## src/sv/mpe_pkg.sv

```systemverilog
package mpe_pkg;

   localparam int DATA_W    = 32;
   localparam int MAX_COEFS = 4096;
   localparam int ADDR_W    = $clog2(MAX_COEFS);
   localparam int COUNT_W   = $clog2(MAX_COEFS + 1);

   // one multiplier bit per cycle in the modular multiplier
   localparam int MUL_STEPS = DATA_W;
   localparam int STEP_W    = $clog2(MUL_STEPS);

   localparam logic REQ_LOAD = 1'b0;
   localparam logic REQ_EVAL = 1'b1;

   typedef logic [DATA_W-1:0]  data_type;
   typedef logic [ADDR_W-1:0]  addr_type;
   typedef logic [COUNT_W-1:0] count_type;

endpackage

```

## src/sv/mpe_mulmod.sv

```systemverilog
module mpe_mulmod (
   input  logic             clock,
   input  logic             reset,
   input  logic             start,
   input  mpe_pkg::data_type a,
   input  mpe_pkg::data_type b,
   input  mpe_pkg::data_type modulus,
   output mpe_pkg::data_type result,
   output logic             done
);

   import mpe_pkg::*;

   // a must be below modulus, b may be any value
   data_type          a_ff, a_in;
   data_type          b_ff, b_in;
   data_type          r_ff, r_in;
   logic [STEP_W-1:0] cnt_ff, cnt_in;
   logic              busy_ff, busy_in;
   logic              done_ff, done_in;

   logic [DATA_W+1:0] t;
   logic [DATA_W+1:0] m1;
   logic [DATA_W+1:0] m2;

   assign m1 = {2'b00, modulus};
   assign m2 = {1'b0, modulus, 1'b0};

   // r = 2r + bit*a, below 3m, brought back under m
   always_comb begin
      t = {1'b0, r_ff, 1'b0} + (b_ff[DATA_W-1] ? {2'b00, a_ff} : '0);
   end

   always_comb begin
      a_in    = a_ff;
      b_in    = b_ff;
      r_in    = r_ff;
      cnt_in  = cnt_ff;
      busy_in = busy_ff;
      done_in = 1'b0;
      if (start) begin
         a_in    = a;
         b_in    = b;
         r_in    = '0;
         cnt_in  = STEP_W'(MUL_STEPS - 1);
         busy_in = 1'b1;
      end else if (busy_ff) begin
         priority if (t >= m2) begin
            r_in = DATA_W'(t - m2);
         end else if (t >= m1) begin
            r_in = DATA_W'(t - m1);
         end else begin
            r_in = DATA_W'(t);
         end
         b_in = {b_ff[DATA_W-2:0], 1'b0};
         if (cnt_ff == '0) begin
            busy_in = 1'b0;
            done_in = 1'b1;
         end else begin
            cnt_in = cnt_ff - 1'b1;
         end
      end
   end

   always_ff @(posedge clock) begin
      a_ff   <= a_in;
      b_ff   <= b_in;
      r_ff   <= r_in;
      cnt_ff <= cnt_in;
      if (reset) begin
         busy_ff <= 1'b0;
         done_ff <= 1'b0;
      end else begin
         busy_ff <= busy_in;
         done_ff <= done_in;
      end
   end

   assign result = r_ff;
   assign done   = done_ff;

endmodule

```

## config.mk

```make
export PLATFORM = sky130hd
export DESIGN_NAME = mpe_mulmod
export DESIGN_NICKNAME = d
export VERILOG_FILES = /design/src/sv/mpe_pkg.sv /design/src/sv/mpe_mulmod.sv
export SDC_FILE = /design/constraint.sdc
export NUM_CORES = 1
export LEC_CHECK = 0
export BUFFER_PORTS_ARGS = -buffer_cell sky130_fd_sc_hd__buf_2
export CAP_MARGIN = 15
export CELL_PAD_IN_SITES_DETAIL_PLACEMENT = 1
export CELL_PAD_IN_SITES_GLOBAL_PLACEMENT = 1
export CORE_ASPECT_RATIO = 0.8
export CORE_MARGIN = 1
export CORE_UTILIZATION = 45
export CTS_CLUSTER_SIZE = 14
export DETAILED_ROUTE_END_ITERATION = 8
export PLACE_DENSITY = 0.79
export SLEW_MARGIN = 20
export SYNTH_ARGS = -nofsm -noshare
export SYNTH_HDL_FRONTEND = slang
export SYNTH_SLANG_ARGS = --single-unit
```

## constraint.sdc

```tcl
create_clock -name clock -period 6.4 [get_ports clock]
set_clock_uncertainty 0.2 [all_clocks]
set_input_delay 0.96 -clock clock [delete_from_list [all_inputs] [get_ports clock]]
set_output_delay 0.96 -clock clock [all_outputs]
set_load 0.005 [all_outputs]
```

# [Word level (Yosys, flattened, before mapping)]
# Index checks and enable logic that the tools add are counted.
[totals] out_inout_bits=33 reg_bits=103
[classes] n_reduce_logical=4 n_bitwise=2 n_addsub=4 n_mux=9 n_lt_le_gt_ge=2
[ops] op="$mux 32" n=5
[ops] op="$sub 32x32->32" n=2
[ops] op="$add 33x32->34" n=1
[ops] op="$ge 34x32->1" n=1
[ops] op="$ge 34x33->1" n=1
[ops] op="$logic_not 5->1" n=1
[ops] op="$sub 5x1->5 const B" n=1
[ops] op="$mux 1" n=4
[ops] op="$reduce_or 3->1" n=1
[ops] op="$not 1->1" n=2
[ops] op="$reduce_and 2->1" n=1
[ops] op="$reduce_bool 2->1" n=1

# [Longest topological paths before layout]
# Gate-level depths: netlist of the first run.
[depth] ltp_word=5 ltp_mapped=27 mapped_depth_nobuf=24

# [Least setup slack after synthesis of the first run]
# OpenSTA, ideal clock, no wires.
[synth_path] kind="reg2reg" start="register b_ff[31]" end="register r_ff[21] (netlist: result[21])" path_buffers=3 setup_time_ps=132 arrival_ps=5097 stages_incl_launch_ff=26 path_slack_ps=971 synth_period_minus_slack_ps=5429 path_cell_list="edfxtp_1 > clkbuf_1 > and2_1 > ha_1 > a21o_1 > a211o_1 > o21ai_1 > nor2_1 > o21a_2 > a21bo_2 > a2111oi_0 > nand3b_1 > ha_1 > a21o_1 > a21o_1 > a21oi_1 > o21ai_0 > a21oi_1 > nor2b_1 > a211o_1 > or3_1 > buf_6 > buf_8 > mux2_4 > o22ai_1 > nor3_1"
[synth_between] elab_chain_cells=5 elab_cells_between_ends=8 classes_between="add/sub (3); order compare (2); mux (3)"
[synth_lines] element="from (decl)" line_no="mpe_mulmod.sv:16" rtl="data_type b_ff, b_in;"
[synth_lines] element="from (signal assigned)" line_no="mpe_mulmod.sv:67" rtl="b_ff <= b_in;"
[synth_lines] element="$mux 32 (*)" line_no="mpe_mulmod.sv:31" rtl="t = {1'b0, r_ff, 1'b0} + (b_ff[DATA_W-1] ? {2'b00, a_ff} : '0);"
[synth_lines] element="$add 33x32->34 (*)" line_no="mpe_mulmod.sv:31"
[synth_lines] element="$sub 32x32->32 or $ge 34x32->1 (tied branches)" line_no="mpe_mulmod.sv:51, mpe_mulmod.sv:50"
[synth_lines] element="$mux 32" line_no="mpe_mulmod.sv:50" rtl="end else if (t >= m1) begin"
[synth_lines] element="$mux 32 (*)" line_no="mpe_mulmod.sv:48" rtl="priority if (t >= m2) begin"
[synth_lines] element="to (signal assigned)" line_no="mpe_mulmod.sv:68" rtl="r_ff <= r_in;"
[synth_lines] element="to (decl)" line_no="mpe_mulmod.sv:17" rtl="data_type r_ff, r_in;"
# Mark *: on every way between the ends. The rest lies on a longest branch, timed or not.
# A chain may end at the register's enable or synchronous reset.

# [Worst setup path in the final report of the first run]
[layout_path] start="register b_ff[31]" end="register r_ff[24] (netlist: result[24])"
# Same word-level chain as after synthesis.

==> qor.yml, run 1 <==
synth:
  synth_edf_count: 64
  syn_nets: 1271
  mappedNetlistArea_sq_um: 9330
  ys_seq_area_frac: 0.290
  netlist.area_leader.share: 0.206
  synth_adder_area_share: 0.135
  yosys-top-cells-area: "edfxtp_1, ha_1, dfxtp_1, a21oi_1, xnor2_1"
  synth.avg_cell_area_sq_um: 8.69
  synth_ff_type: "edfxtp_1"
  synth.distinct_cells: 76
  synth_cells: 1073
  synth-simple-area-share: 0.159
  synth_compound_area_frac: 0.236
  synth_top_family_by_area: "compound AO/OA/AOI/OAI gates"
  synth_largest_area_cell: "edfxtp_1"
  yosysMostFrequentCell: "a21oi_1"
  yosys.area_share.xor_xnor: 0.0789
  synth.top_cells.by_count: "a21oi_1, nand2_1, ha_1"
  async_flop_share: 0
  ys_ff_latch: 103
  synthMuxAreaShare: 0.0594
  yosysWarningCount: 0
drt:
  wirelength_mm: 30.8
  num_vias: 8862
  vias_per_cell: 5.95
  drtPass1Iterations: 5
  drtAntennaViolNets: 0
  drt_iter0_markers: 759
  routedWlPerCell_microns: 20.7
  drcViolationCount: 0
grt:
  antenna_found_initial: 0
  grt_pass1_vias: 8648
  grt_pass1_wl_mm: 47.5
  track_usage: 0.289
  grt_max_degree: 85
  grt_overflow: 0
placement:
  place_hpwl_mm: 24.7
  dpl-instance-area_sq_um: 10400
  port_buffers: 131
  routabilityCongestion: 0.963
critical_path:
  crit_slowest_cell: "edfxtp_1"
  r2r-start: "b_ff[31]"
  cp_cell_sequence: "clkbuf_2 -> and2_1 -> ha_1 -> a21o_1 -> a211o_1 -> o21ai_1 -> nor2_1 -> o21a_2 -> a21bo_2 -> a2111oi_1 -> nand3b_1 -> ha_1 -> a21o_1 -> a21o_1 -> a21oi_2 -> o21ai_0 -> a21oi_1 -> nor2b_1 -> a211o_1 -> or3_4 -> buf_4 -> mux2i_1 -> mux2_2 -> a211oi_1"
  critical-path-max-stage-delay_ns: 0.50
  crit_required_ns: 6.46
  rrSetupSlack_ns: 0.35
  r2r_end: "result[24]"
  r2r_cells: 24
  crit_fanout: 15
  cp.arrival_ns: 6.11
  start_kind: "flip-flop"
  cpMostUsedCell: "a21o_1"
  cp-end-kind: "flip-flop"
  path_class: "flip-flop to flip-flop"
floorplan:
  fp.dieArea_sq_um: 21300
  start_util: 0.464
  core_area_sq_um: 20100
  die-height_microns: 131
  fp.dieW_microns: 163
  ios: 132
  rows: 46
clock_network:
  cts_sinks: 103
  clk_path_buf_depth: 2
  clock_latency_ns: 0.35
  cts_tree: "done"
  clockRootBuffer: "clkbuf_16"
  cts.reportedPaths.clkPinSlew_ns: 0.08
  cts_max_level: 3
  cts_made_buffers: 9
worst_hold_path:
  hold_path_class: "flip-flop to flip-flop"
  hold_depth: 2
  min_from: "cnt_ff[4]"
  min_to: "cnt_ff[4]"
cells_and_area:
  final_nets: 1419
  utilization: 0.537
  antenna_cells: 0
  syn2layout_area_growth_pct: 15.7
  final_area_sq_um: 10800
  layout-drive-gt1-share: 0.209
sta:
  hold_violations: 0
  setup_viol: 0
  max_freq_ghz: 0.165
  worst_slew_pin_slew_ns: 1.07
  min_period_ns: 6.05
  fin_crit_sh: 0.946
  holdWs_ns: 0.270
  slew_violations: 0
  slew_headroom: 0.288
pwr:
  ir_drop_mv: 0.150
  p_leak_uw: 0.00493
  fin_total_pwr_uw: 4810
  power.density_nw_per_um2: 446
run_status:
  status: "complete, no violations"
run:
  max-cap-violations: 0
-- power breakdown --
part | internal [uW] | switching [uW]
clock | 311 | 267
sequential | 808 | 88.9
combinational | 1350 | 1990
total | 2470 | 2350
-- placed cells by master (no fill, tap or decap), types with 30 or more instances in the layout --
cell	count
nor2_1	62
inv_1	62
ha_1	96
dfxtp_1	39
a21o_1	32
edfxtp_1	64
buf_2	131
and2_1	36
a21oi_1	98
xor2_1	30
o21ai_0	65
mux2_2	39
buf_4	37
xnor2_1	54
nand2_1	96
-- per-stage QoR --
step | cells | setup WS (ns) | setup TNS (ns)
after floorplan | 1073 | 0.971 | 0
after global placement | 1468 | 0.298 | 0
after detailed placement | 1468 | 0.226 | 0
after CTS | 1484 | 0.128 | 0
after global routing | 1490 | -0.00984 | -0.0139
final | 1490 | 0.346 | 0
-- worst max-delay path by stage --
stage	startpoint	end	cells after the start
after floorplan	b_ff[31]	result[21]	25
after global placement	b_ff[31]	result[16]	26
after detailed placement	b_ff[31]	result[0]	25
after CTS	b_ff[31]	result[19]	24
after global routing	b_ff[31]	result[0]	27
final	b_ff[31]	result[24]	24
-- area by class of cell --
class / count / area (sq um)
repair buffers: 170 / 958
clock inverters: 6 / 77.6
multi-input cells: 874 / 6260
fillers: 2465 / 9290
flip-flops and latches: 103 / 2700
clock buffers: 10 / 229
inverters: 63 / 236
well taps: 264 / 330
-- sequential cells by signal, summed over array words and instances (netlist names) --
register,count
busy_ff,1
cnt_ff,5
done,1
result,32
a_ff,32
b_ff,32
-- per-layer routing --
metal  track usage  vias to the layer above  part of all wire
met1         0.442                     4278              0.50
met4        0.0594                        0             0.012
met2         0.425                      294              0.41
met3        0.0436                       27             0.073
met5             0                        -                 0
li1              -                     4263                 -
-- worst max-delay path, delay by kind of cell (launching register included) --
family,cells,cell delay (ns)
multiplexers,2,0.42
AO/OA/AOI/OAI,13,2.89
buffers and inverters,2,0.40
flip-flops,1,0.50
adder cells (fa/ha/maj),2,0.62
AND/OR/NAND/NOR,5,0.91
-- kinds of logic after synthesis --
kind of cell	count (synthesis)
AOI/OAI and AO/OA	335
and+or+nand+nor	307
DFF	103
adders and majority gates	99
buffers and inverters	96
xor gates and xnor gates	84
muxes	49
-- timing repair --
item | in CTS | in global routing
hold buffers | 0 | 0
setup endpoints to repair | 0 | 29
resized for setup | 0 | 10
buffers inserted | 0 | 6
Power figures use the tool's default switching activity.
==> run 2, diff against run 1 <==
--- a/config.mk
+++ b/config.mk
@@ -15,6 +15,7 @@
 export CTS_CLUSTER_SIZE = 14
 export DETAILED_ROUTE_END_ITERATION = 8
 export PLACE_DENSITY = 0.79
+export REMOVE_ABC_BUFFERS = 1
 export SLEW_MARGIN = 20
 export SYNTH_ARGS = -nofsm -noshare
 export SYNTH_HDL_FRONTEND = slang
==> qor.yml, run 2 (synthesis gave the netlist of run 1 again) <==
run_status:
  status: "complete, no violations"
placement:
  dpl-instance-area_sq_um: 10300  # -1.1%
  place_hpwl_mm: 24.6  # -0.20%
  dp.cells: 1455  # -0.89%
  routabilityCongestion: 0.923  # -4.1%
  port_buffers: 131  # unchanged
cells_and_area:
  final_common_cell: "buf_2"
  final_cell_mix: "buf_2, nand2_1, a21oi_1, ha_1, o21ai_0"
  antenna_cells: 0  # unchanged
  final_nets: 1404  # -1.1%
  fin_cells: 1475  # -1.0%
  layout-drive-gt1-share: 0.207  # -0.00154
  syn2layout_area_growth_pct: 14.8
  final_area_sq_um: 10700  # -0.78%
sta:
  slew_violations: 0  # unchanged
  fin_tns_setup_ns: 0  # unchanged
  fin_crit_sh: 0.942  # -0.00394
  rsz0062_at_grt: "false"
  slew_headroom: 0.475  # +0.187
  setup_viol: 0  # unchanged
  min_period_ns: 6.03  # -0.0252 ns
  hold_violations: 0  # unchanged
  worst_slew_pin_slew_ns: 0.788  # -0.280 ns
  max_freq_ghz: 0.166  # +0.42%
critical_path:
  cp.arrival_ns: 6.09  # -0.02 ns
  start_kind: "flip-flop"
  crit_required_ns: 6.46  # about the same
  cp-end-kind: "flip-flop"
  crit_fanout: 20  # +5
  path_class: "flip-flop to flip-flop"
  rrSetupSlack_ns: 0.37  # +0.03 ns
clock_network:
  clk_path_buf_depth: 2  # unchanged
  clock_latency_ns: 0.35  # about the same
  hold_buffers: 0  # unchanged
  cts_tree: "done"
  cts_max_level: 3  # unchanged
  cts.reportedPaths.clkPinSlew_ns: 0.07  # about the same
  cts_made_buffers: 9  # unchanged
  clockRootBuffer: "clkbuf_16"
  cts_sinks: 103  # unchanged
floorplan:
  fp.dieW_microns: 163  # unchanged
  core_area_sq_um: 20100  # unchanged
  rows: 46  # unchanged
  die-height_microns: 131  # unchanged
  fp.dieArea_sq_um: 21300  # unchanged
  start_util: 0.464  # unchanged
  ios: 132  # unchanged
grt:
  grt_max_degree: 49  # -42%
  grt_pass1_vias: 8797  # +1.7%
  grt_pass1_wl_mm: 48.3  # +1.7%
  antenna_found_initial: 0  # unchanged
  track_usage: 0.292  # +0.00348
  grt_overflow: 0  # unchanged
pwr:
  p_leak_uw: 0.00488  # -1.0%
  power.density_nw_per_um2: 442  # -0.99%
  ir_drop_mv: 0.174  # +16%
drt:
  wirelength_mm: 30.7  # -0.39%
  drtAntennaViolNets: 0  # unchanged
  drt_iter0_markers: 804  # +5.9%
  vias_per_cell: 5.99  # +0.71%
  drcViolationCount: 0  # unchanged
  routedWlPerCell_microns: 20.8  # +0.62%
  num_vias: 8835  # -0.30%
  drtPass1Iterations: 5  # unchanged
run:
  max-cap-violations: 0  # unchanged
worst_hold_path:
  hold_path_class: "flip-flop to flip-flop"
run 2: cell count changes in the layout (fill, tap and decap cells not counted), sizes merged:
| cell | change |
|---|---|
| clkinvlp | -1 |
| inv | +2 |
| buf | -14 |
| clkbuf | -1 |
| bufinv | -1 |
run 2: metrics by stage:
| stage | worst slack [ns] | util | total power (uW) | hold WS (ns) |
|---|---|---|---|---|
| global placement | 0.135 | 0.514 | 3970 | 0.230 |
| floorplan | 0.0192 | - | 3050 | 0.214 |
| finish | 0.371 | 0.533 | 4730 | 0.254 |
| detailed placement | 0.0234 | 0.514 | 4030 | 0.243 |
| global route | 0.0234 | 0.533 | 5040 | 0.267 |
| CTS | 0.0491 | 0.528 | 4600 | 0.255 |
run 2: per-layer routing:
layer / routed length [microns] / global-route usage / vias to the layer above
li1: - / - / 4231
met1: 15200 / 0.443 / 4289
met2: 12700 / 0.437 / 286
met3: 2350 / 0.0451 / 29
met4: 354 / 0.0561 / 0
met5: 0 / 0 / -
run 2: area by class of cell:
| type | instances | area [sq um] |
|---|---|---|
| repair buffers | 155 | 846 |
| flip-flops and latches | 103 | 2700 |
| fillers | 2446 | 9380 |
| clock inverters | 6 | 52.6 |
| clock buffers | 10 | 229 |
| inverters | 63 | 236 |
| well taps | 264 | 330 |
| multi-input cells | 874 | 6310 |
run 2: critical path, stage by stage, from the launching register on:
cell and delay, ns:
edfxtp_1 0.36, buf_4 0.18, buf_4 0.19, and2_1 0.16, ha_1 0.36, a211o_1 0.33
or3_1 0.34, o21a_2 0.25, a21bo_2 0.25, a2111oi_2 0.34, nand3b_1 0.25, ha_1 0.30
a21o_1 0.22, a21o_1 0.21, a21oi_2 0.19, o21ai_0 0.11, a21oi_1 0.16, nor2b_1 0.06
a211o_1 0.26, or3_4 0.38, buf_6 0.19, nand2_1 0.08, mux2_2 0.32, a211oi_1 0.23
run 2: repair_timing:
action | CTS | global route
setup endpoints to repair | 3 | 32
resized for setup | 2 | 19
setup buffers | 0 | 4
pin swaps | 0 | 1
run 2: final timing paths:
| path | from | endpoint | cells after the start |
|---|---|---|---|
| worst max-delay path | b_ff[31] | result[0] | 23 |
| worst min-delay path | cnt_ff[4] | cnt_ff[4] | 2 |
| worst max register to register | b_ff[31] | result[0] | 23 |
| worst min register to register | cnt_ff[4] | cnt_ff[4] | 2 |
run 2: report_power, final:
group          internal (uW)  switching (uW)  leakage, uW
registers                808            85.7     0.000957
logic                   1310            1990      0.00378
clock network            272             265     0.000141
total                   2390            2340      0.00488
